## config.mk

```make
export PLATFORM = sky130hd
export DESIGN_NAME = rational_arith_gcd_reduce_unit
export DESIGN_NICKNAME = d
export VERILOG_FILES = /design/src/rtl/rag_pkg.sv /design/src/rtl/rag_seq.sv /design/src/rtl/rag_dp.sv /design/src/rtl/rational_arith_gcd_reduce_unit.sv
export SDC_FILE = /design/constraint.sdc
export NUM_CORES = 2
export LEC_CHECK = 0
export BUFFER_PORTS_ARGS = -buffer_cell sky130_fd_sc_hd__buf_4
export CORE_MARGIN = 2
export CORE_UTILIZATION = 50
export DETAILED_ROUTE_END_ITERATION = 10
export PLACE_DENSITY = 0.68
export SETUP_SLACK_MARGIN = 0.05
export SLEW_MARGIN = 20
export SYNTH_ARGS = -nofsm -noshare
export SYNTH_HDL_FRONTEND = slang
export SYNTH_SLANG_ARGS = --single-unit
export TNS_END_PERCENT = 100
```

## constraint.sdc

```tcl
create_clock -name clk_i -period 12.1 [get_ports clk_i]
set_input_delay 1.815 -clock clk_i [delete_from_list [all_inputs] [get_ports clk_i]]
set_output_delay 1.815 -clock clk_i [all_outputs]
set_load 0.05 [all_outputs]
```

## src/rtl/rag_pkg.sv

```systemverilog
`timescale 1ns / 1ps
// Shared types, constants and the microprogram for the GCD reduction unit.
// No dependencies.
package rag_pkg;

  localparam int OPERAND_WIDTH = 16;
  localparam int IN_W  = 16;
  localparam int MAG_W = 2 * OPERAND_WIDTH;
  localparam int NUM_W = 2 * OPERAND_WIDTH + 1;
  localparam int DEN_W = 2 * OPERAND_WIDTH;
  localparam int CNT_W = $clog2(MAG_W);
  localparam int UPC_W = 5;

  typedef enum logic [1:0] {
    ACT_ADD = 2'd0,
    ACT_SUB = 2'd1,
    ACT_MUL = 2'd2,
    ACT_DIV = 2'd3
  } act_e;

  typedef enum logic [3:0] {
    OP_NOP    = 4'd0,
    OP_LOAD   = 4'd1,
    OP_MUL1   = 4'd2,
    OP_MUL2   = 4'd3,
    OP_MUL3   = 4'd4,
    OP_DEN    = 4'd5,
    OP_GINIT  = 4'd6,
    OP_MODSET = 4'd7,
    OP_DSTEP  = 4'd8,
    OP_MODUPD = 4'd9,
    OP_NDSET  = 4'd10,
    OP_NUPD   = 4'd11,
    OP_DDSET  = 4'd12,
    OP_DUPD   = 4'd13,
    OP_SETERR = 4'd14,
    OP_EMIT   = 4'd15
  } op_e;

  typedef enum logic [2:0] {
    C_NEVER    = 3'd0,
    C_ALWAYS   = 3'd1,
    C_NO_START = 3'd2,
    C_GCD_END  = 3'd3,
    C_G_ZERO   = 3'd4,
    C_DIV_BUSY = 3'd5,
    C_OUT_FREE = 3'd6
  } cond_e;

  typedef struct packed {
    op_e              op;
    cond_e            cond;
    logic [UPC_W-1:0] target;
  } ctrl_t;

  typedef struct packed {
    logic gcd_end;
    logic g_zero;
    logic div_last;
  } dp_flags_t;

  typedef struct packed {
    logic      start;
    logic      out_free;
    dp_flags_t dp;
  } seq_cond_t;

  localparam logic [UPC_W-1:0] S_IDLE    = 5'd0;
  localparam logic [UPC_W-1:0] S_MUL1    = 5'd1;
  localparam logic [UPC_W-1:0] S_MUL2    = 5'd2;
  localparam logic [UPC_W-1:0] S_MUL3    = 5'd3;
  localparam logic [UPC_W-1:0] S_DEN     = 5'd4;
  localparam logic [UPC_W-1:0] S_GINIT   = 5'd5;
  localparam logic [UPC_W-1:0] S_GTEST   = 5'd6;
  localparam logic [UPC_W-1:0] S_MODSET  = 5'd7;
  localparam logic [UPC_W-1:0] S_MODSTEP = 5'd8;
  localparam logic [UPC_W-1:0] S_MODUPD  = 5'd9;
  localparam logic [UPC_W-1:0] S_GDONE   = 5'd10;
  localparam logic [UPC_W-1:0] S_NDSET   = 5'd11;
  localparam logic [UPC_W-1:0] S_NDSTEP  = 5'd12;
  localparam logic [UPC_W-1:0] S_NUPD    = 5'd13;
  localparam logic [UPC_W-1:0] S_DDSET   = 5'd14;
  localparam logic [UPC_W-1:0] S_DDSTEP  = 5'd15;
  localparam logic [UPC_W-1:0] S_DUPD    = 5'd16;
  localparam logic [UPC_W-1:0] S_ZERO    = 5'd17;
  localparam logic [UPC_W-1:0] S_EMIT    = 5'd18;
  localparam logic [UPC_W-1:0] S_HOLD    = 5'd19;

  function automatic ctrl_t ucode_rom(input logic [UPC_W-1:0] addr);
    ctrl_t w;
    w = '{op: OP_NOP, cond: C_ALWAYS, target: S_IDLE};
    case (addr)
      S_IDLE:    w = '{op: OP_LOAD,   cond: C_NO_START, target: S_IDLE};
      S_MUL1:    w = '{op: OP_MUL1,   cond: C_NEVER,    target: S_IDLE};
      S_MUL2:    w = '{op: OP_MUL2,   cond: C_NEVER,    target: S_IDLE};
      S_MUL3:    w = '{op: OP_MUL3,   cond: C_NEVER,    target: S_IDLE};
      S_DEN:     w = '{op: OP_DEN,    cond: C_NEVER,    target: S_IDLE};
      S_GINIT:   w = '{op: OP_GINIT,  cond: C_NEVER,    target: S_IDLE};
      S_GTEST:   w = '{op: OP_NOP,    cond: C_GCD_END,  target: S_GDONE};
      S_MODSET:  w = '{op: OP_MODSET, cond: C_NEVER,    target: S_IDLE};
      S_MODSTEP: w = '{op: OP_DSTEP,  cond: C_DIV_BUSY, target: S_MODSTEP};
      S_MODUPD:  w = '{op: OP_MODUPD, cond: C_ALWAYS,   target: S_GTEST};
      S_GDONE:   w = '{op: OP_NOP,    cond: C_G_ZERO,   target: S_ZERO};
      S_NDSET:   w = '{op: OP_NDSET,  cond: C_NEVER,    target: S_IDLE};
      S_NDSTEP:  w = '{op: OP_DSTEP,  cond: C_DIV_BUSY, target: S_NDSTEP};
      S_NUPD:    w = '{op: OP_NUPD,   cond: C_NEVER,    target: S_IDLE};
      S_DDSET:   w = '{op: OP_DDSET,  cond: C_NEVER,    target: S_IDLE};
      S_DDSTEP:  w = '{op: OP_DSTEP,  cond: C_DIV_BUSY, target: S_DDSTEP};
      S_DUPD:    w = '{op: OP_DUPD,   cond: C_ALWAYS,   target: S_EMIT};
      S_ZERO:    w = '{op: OP_SETERR, cond: C_NEVER,    target: S_IDLE};
      S_EMIT:    w = '{op: OP_EMIT,   cond: C_OUT_FREE, target: S_IDLE};
      S_HOLD:    w = '{op: OP_NOP,    cond: C_ALWAYS,   target: S_EMIT};
      default:   w = '{op: OP_NOP,    cond: C_ALWAYS,   target: S_IDLE};
    endcase
    return w;
  endfunction

endpackage

```

## src/rtl/rag_seq.sv

```systemverilog
`timescale 1ns / 1ps
// Microprogram sequencer: step counter, control ROM lookup, conditional jumps.
// Depends on rag_pkg.
module rag_seq import rag_pkg::*; (
  input  logic      clk_i,
  input  logic      rst_ni,
  input  seq_cond_t cond_i,
  output op_e       op_o,
  output logic      idle_o
);

  logic [UPC_W-1:0] upc_q, upc_d;
  ctrl_t            cw;
  logic             take;

  assign cw     = ucode_rom(upc_q);
  assign op_o   = cw.op;
  assign idle_o = (upc_q == S_IDLE);

  always_comb begin
    case (cw.cond)
      C_NEVER:    take = 1'b0;
      C_ALWAYS:   take = 1'b1;
      C_NO_START: take = !cond_i.start;
      C_GCD_END:  take = cond_i.dp.gcd_end;
      C_G_ZERO:   take = cond_i.dp.g_zero;
      C_DIV_BUSY: take = !cond_i.dp.div_last;
      C_OUT_FREE: take = cond_i.out_free;
      default:    take = 1'b0;
    endcase
    upc_d = take ? cw.target : upc_q + UPC_W'(1);
  end

  always_ff @(posedge clk_i or negedge rst_ni) begin
    if (!rst_ni) begin
      upc_q <= S_IDLE;
    end else begin
      upc_q <= upc_d;
    end
  end

endmodule

```

## src/rtl/rag_dp.sv

```systemverilog
`timescale 1ns / 1ps
// Datapath: operand registers, multiplier, sign-magnitude adder, GCD registers
// and a shared radix-2 divider. Depends on rag_pkg.
module rag_dp import rag_pkg::*; (
  input  logic                    clk_i,
  input  logic                    load_i,
  input  op_e                     op_i,
  input  logic [1:0]              action_i,
  input  logic signed [IN_W-1:0]  a_num_i,
  input  logic signed [IN_W-1:0]  a_den_i,
  input  logic signed [IN_W-1:0]  b_num_i,
  input  logic signed [IN_W-1:0]  b_den_i,
  output dp_flags_t               flags_o,
  output logic signed [NUM_W-1:0] res_num_o,
  output logic signed [DEN_W-1:0] res_den_o,
  output logic                    status_o
);

  typedef struct packed {
    logic                     neg;
    logic [OPERAND_WIDTH-1:0] mag;
  } sm_op_t;

  function automatic sm_op_t take_operand(input logic [IN_W-1:0] raw);
    sm_op_t r;
    logic [OPERAND_WIDTH-1:0] v;
    v     = raw[OPERAND_WIDTH-1:0];
    r.neg = v[OPERAND_WIDTH-1];
    r.mag = r.neg ? (~v + OPERAND_WIDTH'(1)) : v;
    return r;
  endfunction

  act_e             act_q;
  sm_op_t           an_q, ad_q, bn_q, bd_q;
  logic [MAG_W-1:0] prod_q;
  logic             prod_neg_q;
  logic [MAG_W-1:0] p_q, q_q;
  logic             pn_q, qn_q;
  logic [MAG_W-1:0] ga_q, gb_q;
  logic             sel_q;
  logic [MAG_W-1:0] quo_q, rem_q, dvs_q;
  logic [CNT_W-1:0] cnt_q;
  logic             err_q;

  sm_op_t           mul_x, mul_y;
  logic [MAG_W-1:0] prod_full;
  logic             arith;
  logic             add_neg2, same_sign, p_ge;
  logic [MAG_W-1:0] sum_mag;
  logic             sum_neg;
  logic [MAG_W:0]   trial, diff;
  logic             fits;
  logic [MAG_W-1:0] rem_d, quo_d, g_val;
  logic             ga_gt;

  assign arith = (act_q == ACT_ADD) || (act_q == ACT_SUB);

  always_comb begin
    case (op_i)
      OP_MUL1: begin
        mul_x = an_q;
        mul_y = (act_q == ACT_MUL) ? bn_q : bd_q;
      end
      OP_MUL2: begin
        mul_x = ad_q;
        mul_y = (act_q == ACT_MUL) ? bd_q : bn_q;
      end
      default: begin
        mul_x = ad_q;
        mul_y = bd_q;
      end
    endcase
  end

  assign prod_full = MAG_W'(mul_x.mag) * MAG_W'(mul_y.mag);

  assign add_neg2  = prod_neg_q ^ (act_q == ACT_SUB);
  assign same_sign = (pn_q == add_neg2);
  assign p_ge      = (p_q >= prod_q);
  assign sum_mag   = same_sign ? (p_q + prod_q) : (p_ge ? (p_q - prod_q) : (prod_q - p_q));
  assign sum_neg   = (same_sign || p_ge) ? pn_q : add_neg2;

  assign trial = {rem_q, quo_q[MAG_W-1]};
  assign diff  = trial - {1'b0, dvs_q};
  assign fits  = !diff[MAG_W];
  assign rem_d = fits ? diff[MAG_W-1:0] : trial[MAG_W-1:0];
  assign quo_d = {quo_q[MAG_W-2:0], fits};

  assign g_val = ga_q | gb_q;
  assign ga_gt = (ga_q > gb_q);

  assign flags_o.gcd_end  = (ga_q == '0) || (gb_q == '0);
  assign flags_o.g_zero   = (g_val == '0);
  assign flags_o.div_last = (cnt_q == CNT_W'(MAG_W - 1));

  always_ff @(posedge clk_i) begin
    case (op_i)
      OP_LOAD: begin
        if (load_i) begin
          act_q <= act_e'(action_i);
          an_q  <= take_operand(a_num_i);
          ad_q  <= take_operand(a_den_i);
          bn_q  <= take_operand(b_num_i);
          bd_q  <= take_operand(b_den_i);
          err_q <= 1'b0;
        end
      end
      OP_MUL1: begin
        prod_q     <= prod_full;
        prod_neg_q <= mul_x.neg ^ mul_y.neg;
      end
      OP_MUL2: begin
        p_q        <= prod_q;
        pn_q       <= prod_neg_q;
        prod_q     <= prod_full;
        prod_neg_q <= mul_x.neg ^ mul_y.neg;
      end
      OP_MUL3: begin
        if (arith) begin
          p_q  <= sum_mag;
          pn_q <= sum_neg;
        end else begin
          q_q  <= prod_q;
          qn_q <= prod_neg_q;
        end
        prod_q     <= prod_full;
        prod_neg_q <= mul_x.neg ^ mul_y.neg;
      end
      OP_DEN: begin
        if (arith) begin
          q_q  <= prod_q;
          qn_q <= prod_neg_q;
        end
      end
      OP_GINIT: begin
        ga_q <= p_q;
        gb_q <= q_q;
      end
      OP_MODSET: begin
        sel_q <= ga_gt;
        quo_q <= ga_gt ? ga_q : gb_q;
        dvs_q <= ga_gt ? gb_q : ga_q;
        rem_q <= '0;
        cnt_q <= '0;
      end
      OP_DSTEP: begin
        rem_q <= rem_d;
        quo_q <= quo_d;
        cnt_q <= cnt_q + CNT_W'(1);
      end
      OP_MODUPD: begin
        if (sel_q) begin
          ga_q <= rem_q;
        end else begin
          gb_q <= rem_q;
        end
      end
      OP_NDSET: begin
        quo_q <= p_q;
        dvs_q <= g_val;
        rem_q <= '0;
        cnt_q <= '0;
      end
      OP_NUPD: begin
        p_q <= quo_q;
      end
      OP_DDSET: begin
        quo_q <= q_q;
        dvs_q <= g_val;
        rem_q <= '0;
        cnt_q <= '0;
      end
      OP_DUPD: begin
        q_q <= quo_q;
      end
      OP_SETERR: begin
        err_q <= 1'b1;
      end
      default: begin
      end
    endcase
  end

  always_comb begin
    if (err_q) begin
      res_num_o = '0;
      res_den_o = '0;
    end else begin
      res_num_o = pn_q ? -{1'b0, p_q} : {1'b0, p_q};
      res_den_o = qn_q ? -q_q : q_q;
    end
  end

  assign status_o = err_q;

endmodule

```

## src/rtl/rational_arith_gcd_reduce_unit.sv

```systemverilog
`timescale 1ns / 1ps
// Top level of the rational add/sub/mul/div unit with GCD reduction.
// Depends on rag_pkg, rag_seq and rag_dp.
//
// Input channel (in_valid_i / in_stall_o): one transfer carries an action and
// two signed fractions. Output channel (out_valid_o / out_stall_i): one
// transfer carries the reduced numerator, denominator and a status bit that is
// set when both unreduced parts were zero (result 0/0).
// One item is in flight at a time; in_stall_o is low only while the sequencer
// sits in its idle step. A microprogram drives three multiplies, an add, a
// Euclidean GCD by repeated modulo and two exact divisions, all on one
// radix-2 divider that retires one quotient bit per cycle.
// An item whose parts are both zero skips the two exact divisions.
// The result sits in an output register; the next item is accepted and
// processed while it waits. If the receiver still stalls when the next result
// is ready, the sequencer waits at its emit step until the register frees.
// Reset returns the sequencer to idle and empties the output register.
module rational_arith_gcd_reduce_unit import rag_pkg::*; (
  input  logic                    clk_i,
  input  logic                    rst_ni,
  input  logic                    in_valid_i,
  output logic                    in_stall_o,
  input  logic [1:0]              action_i,
  input  logic signed [IN_W-1:0]  a_num_i,
  input  logic signed [IN_W-1:0]  a_den_i,
  input  logic signed [IN_W-1:0]  b_num_i,
  input  logic signed [IN_W-1:0]  b_den_i,
  output logic                    out_valid_o,
  input  logic                    out_stall_i,
  output logic signed [NUM_W-1:0] res_num_o,
  output logic signed [DEN_W-1:0] res_den_o,
  output logic                    status_o
);

  op_e                     op;
  logic                    idle;
  logic                    load;
  logic                    out_free;
  logic                    emit;
  dp_flags_t               flags;
  seq_cond_t               cond;
  logic signed [NUM_W-1:0] dp_num;
  logic signed [DEN_W-1:0] dp_den;
  logic                    dp_status;

  logic                    out_valid_q;
  logic signed [NUM_W-1:0] res_num_q;
  logic signed [DEN_W-1:0] res_den_q;
  logic                    status_q;

  assign load     = in_valid_i && idle;
  assign out_free = !out_valid_q || !out_stall_i;
  assign emit     = (op == OP_EMIT) && out_free;

  assign cond.start    = in_valid_i;
  assign cond.out_free = out_free;
  assign cond.dp       = flags;

  rag_seq u_seq (
    .clk_i  (clk_i),
    .rst_ni (rst_ni),
    .cond_i (cond),
    .op_o   (op),
    .idle_o (idle)
  );

  rag_dp u_dp (
    .clk_i     (clk_i),
    .load_i    (load),
    .op_i      (op),
    .action_i  (action_i),
    .a_num_i   (a_num_i),
    .a_den_i   (a_den_i),
    .b_num_i   (b_num_i),
    .b_den_i   (b_den_i),
    .flags_o   (flags),
    .res_num_o (dp_num),
    .res_den_o (dp_den),
    .status_o  (dp_status)
  );

  always_ff @(posedge clk_i or negedge rst_ni) begin
    if (!rst_ni) begin
      out_valid_q <= 1'b0;
    end else if (emit) begin
      out_valid_q <= 1'b1;
    end else if (!out_stall_i) begin
      out_valid_q <= 1'b0;
    end
  end

  always_ff @(posedge clk_i) begin
    if (emit) begin
      res_num_q <= dp_num;
      res_den_q <= dp_den;
      status_q  <= dp_status;
    end
  end

  assign in_stall_o  = !idle;
  assign out_valid_o = out_valid_q;
  assign res_num_o   = res_num_q;
  assign res_den_o   = res_den_q;
  assign status_o    = status_q;

endmodule

```

==> reports/results.tsv <==
stage	metric	value	unit
logic_synthesis	Synth Area per Inst	9.55	sq um
detailed_routing	met3 routed WL	7.70	mm
sta	final hold vios	0	
finish	Inserted Diodes	0	
logic_synthesis	Netlist cell types	79	
floorplanning	I/O Pins	138	
logic_synthesis	Post-Syn Area	36300	sq um
logic_synthesis	syn_nets	4379	
detailed_routing	wire length on met1	44.7	mm
finish	fraction of layout cells with a size suffix above 1	9.05	%
sta	slew margin rel.	15.8	%
detailed_routing	DRT Pass-1 Iters	9	
sta	setup_tns	0	ns
sta	Worst-Margin Slew	1.25	ns
sta	Max Clock Freq	0.109	GHz
worst_setup_path	Slowest cell on crit path	mux2i_1	
placed_design	Placer Congestion	0.993	
detailed_routing	Highest Signal Layer	met4	
cts	htree depth	2	
status	outcome	finished clean	
cts	clock-pin slew on the worst setup and hold paths	0.06	ns
global_routing	Global Route Usage Sum	28.5	%
finish	Cell Count, Final, Fillers Out	4871	
global_routing	initial antenna violation count	1	
worst_setup_path	CP arrival	9.52	ns
hold_path	hold crit path type	reg2reg	
sta	RSZ-0062 raised after global routing	no	
floorplanning	Core ar.	71700	sq um
cts	# hold bufs at CTS	0	
sta	post-route minimum period	9.19	ns
finish	Multi-input gate area	21900	sq um
sta	Tcrit/Tclk final	76.0	%
cts	CTS tree	done	
worst_setup_path	CP Data Required Time	12.43	ns
floorplanning	Std-Cell Rows	98	
detailed_routing	antenna-violating nets left	0	
worst_setup_path	Worst Setup Path Type	reg2reg	
placed_design	HPWL Detailed	85.1	mm
logic_synthesis	post-synthesis sequential area ratio	33.7	%
sta	Setup violations, final	0	
cts	clk_lat worst skew	0.62	ns
global_routing	first-pass GRT wire length	165	mm
logic_synthesis	Synth Register Bits	408	
finish	max reg flops	33	
cts	CTS Root Cell	clkbuf_16	
floorplanning	die height	273	um
cts	Post-CTS Setup Repair Bufs	0	
floorplanning	Die W	273	um
sta	clk_skew	0.0327	ns
global_routing	largest net degree at the start of global routing	72	
logic_synthesis	Main synth FF type	edfxtp_1	
run	max-cap viol count	0	
cts	CTS Buf Count	47	
placed_design	IO buf count	137	
finish	area delta synth->final	10.1	%
detailed_routing	routed vias	29200	
logic_synthesis	synth warn	0	
finish	Layout Nets	4460	
logic_synthesis	Post-Syn Instances	3803	
detailed_routing	WL met2	51.2	mm
detailed_routing	1st-iter DRT viols	2805	
worst_setup_path	CP most frequent cell	fa_1	
floorplanning	Die ar.	74800	sq um
cts	clk sinks	408	
floorplanning	Initial Utilization	50.6	%
logic_synthesis	EDFF count, synth	402	
sta	final slew viol count	0	
finish	# fillers	6433	
worst_setup_path	crit path max fanout	18	
cts	clk buf depth	3	
worst_setup_path	Worst path max stage delay	0.79	ns
cts	Resized Gates After CTS	0	
finish	Sequential Area	12200	sq um
global_routing	vias in the first global route	28100	
detailed_routing	Routed WL	108	mm
placed_design	Placed Cells	4785	
detailed_routing	Via density	6.00	
logic_synthesis	async set-reset flop share out of synthesis	1.47	%
worst_setup_path	crit end category	flop	
worst_setup_path	Worst setup SP type	flop	
detailed_routing	WL/cell	22.1	um
global_routing	total grt overflow	0	
detailed_routing	DRC	0	
[cell families (layout without fill, tap and decap cells)]
| kind of cell | count (synthesis) | in the layout | share of synthesized area, % |
|---|---|---|---|
| AO/OA/AOI/OAI | 790 | 790 | 14.1 |
| XOR/XNOR | 208 | 208 | 5.02 |
| adder cells (fa/ha/maj) | 506 | 506 | 21.5 |
| buffers and inverters | 592 | 710 | 6.19 |
| flip-flops | 408 | 408 | 33.7 |
| multiplexers | 211 | 211 | 6.03 |
| AND/OR/NAND/NOR | 1088 | 1088 | 13.5 |
[layout make-up]
cell class	instances	area share (%)
repair buffers	173	3.26
clock buffers	52	2.99
clock inverters	34	1.10
multi-input cells	2803	54.9
well taps	950	2.97
flip-flops and latches	408	30.6
inverters	451	4.24
[final timing paths]
| check | to | slack [ns] | start | depth (start not counted) |
|---|---|---|---|---|
| setup / recovery | u_dp.prod_q[31] | 2.91 | u_seq.upc_q[0] | 31 |
| hold / removal | u_dp.qn_q | 0.53 | u_dp.prod_neg_q | 0 |
| setup reg to reg | u_dp.prod_q[31] | 2.91 | u_seq.upc_q[0] | 31 |
| hold reg to reg | u_dp.qn_q | 0.53 | u_dp.prod_neg_q | 0 |
| max in group asynchronous | u_seq.upc_q[1] | 10.96 | rst_ni | 1 |
| min in group asynchronous | out_valid_o | 1.02 | rst_ni | 1 |
[synth_stat cells (all sizes together) (10+ instances only)]
| cell type | instances | share of area, % |
|---|---|---|
| inv | 450 | 4.7 |
| nand2 | 425 | 4.4 |
| edfxtp | 402 | 33 |
| nor2 | 330 | 3.4 |
| ha | 308 | 11 |
| o21ai | 209 | 2.9 |
| fa | 198 | 11 |
| a21oi | 191 | 2.6 |
| mux2i | 150 | 4.1 |
| xnor2 | 144 | 3.5 |
| clkbuf | 110 | 1.1 |
| xor2 | 64 | 1.5 |
| mux2 | 61 | 1.9 |
| a21o | 53 | 1.1 |
| nor3 | 52 | 0.72 |
| o31ai | 50 | 1.0 |
| nor4 | 41 | 0.71 |
| nand2b | 40 | 0.69 |
| nand3 | 40 | 0.55 |
| a22oi | 37 | 0.77 |
| a211oi | 34 | 0.70 |
| a222oi | 31 | 0.85 |
| buf | 30 | 0.37 |
| o21bai | 30 | 0.62 |
| nand4 | 28 | 0.48 |
| or3 | 26 | 0.46 |
| a31oi | 23 | 0.40 |
| or4 | 23 | 0.51 |
| nor2b | 22 | 0.38 |
| o211ai | 19 | 0.39 |
| a221oi | 17 | 0.41 |
| and3 | 17 | 0.29 |
| o41ai | 17 | 0.43 |
| and2 | 15 | 0.26 |
| o21a | 14 | 0.29 |
| or2 | 12 | 0.21 |
| a2111oi | 10 | 0.24 |
[metrics by stage]
stage,instance area (sq um),hold WS [ns],setup WS (ns),utilization (%)
detailed placement,38300,0.517,2.94,53.4
floorplan,36300,0.441,3.72,-
global route,40000,0.568,2.23,55.7
finish,40000,0.526,2.91,55.7
global placement,38300,0.526,3.07,53.4
CTS,40000,0.538,2.94,55.7
[per-layer routing]
| layer | vias up | track usage [%] |
|---|---|---|
| met3 | 225 | 3.61 |
| met2 | 1339 | 48.0 |
| met5 | - | 0 |
| li1 | 13500 | - |
| met4 | 0 | 9.97 |
| met1 | 14100 | 38.0 |
[layout by cell type, fill, tap and decap left out, drive strengths merged, types with 9 or more instances in the layout]
master     n
inv      453
nand2    425
edfxtp   402
nor2     330
ha       308
o21ai    209
fa       198
a21oi    191
buf      173
mux2i    150
xnor2    144
xor2      64
mux2      61
a21o      53
nor3      52
clkbuf    52
o31ai     50
nor4      41
nand2b    40
nand3     40
a22oi     37
a211oi    34
a222oi    31
o21bai    30
nand4     28
or3       26
a31oi     23
or4       23
nor2b     22
clkinv    21
o211ai    19
a221oi    17
and3      17
o41ai     17
and2      15
o21a      14
or2       12
a2111oi   10
a31o       9
[worst max-delay path, delay by kind of cell, from the launching register on]
kind,cells,cell delay (ns)
buffers and inverters,5,0.71
adder cells (fa/ha/maj),8,3.57
AO/OA/AOI/OAI,12,2.48
AND/OR/NAND/NOR,3,0.58
multiplexers,1,0.79
flip-flops,1,0.47
XOR/XNOR,2,0.33
Power is left out: the tool's default activity adds up to more than one toggle a clock period on the data nets, which glitch-free logic cannot reach.
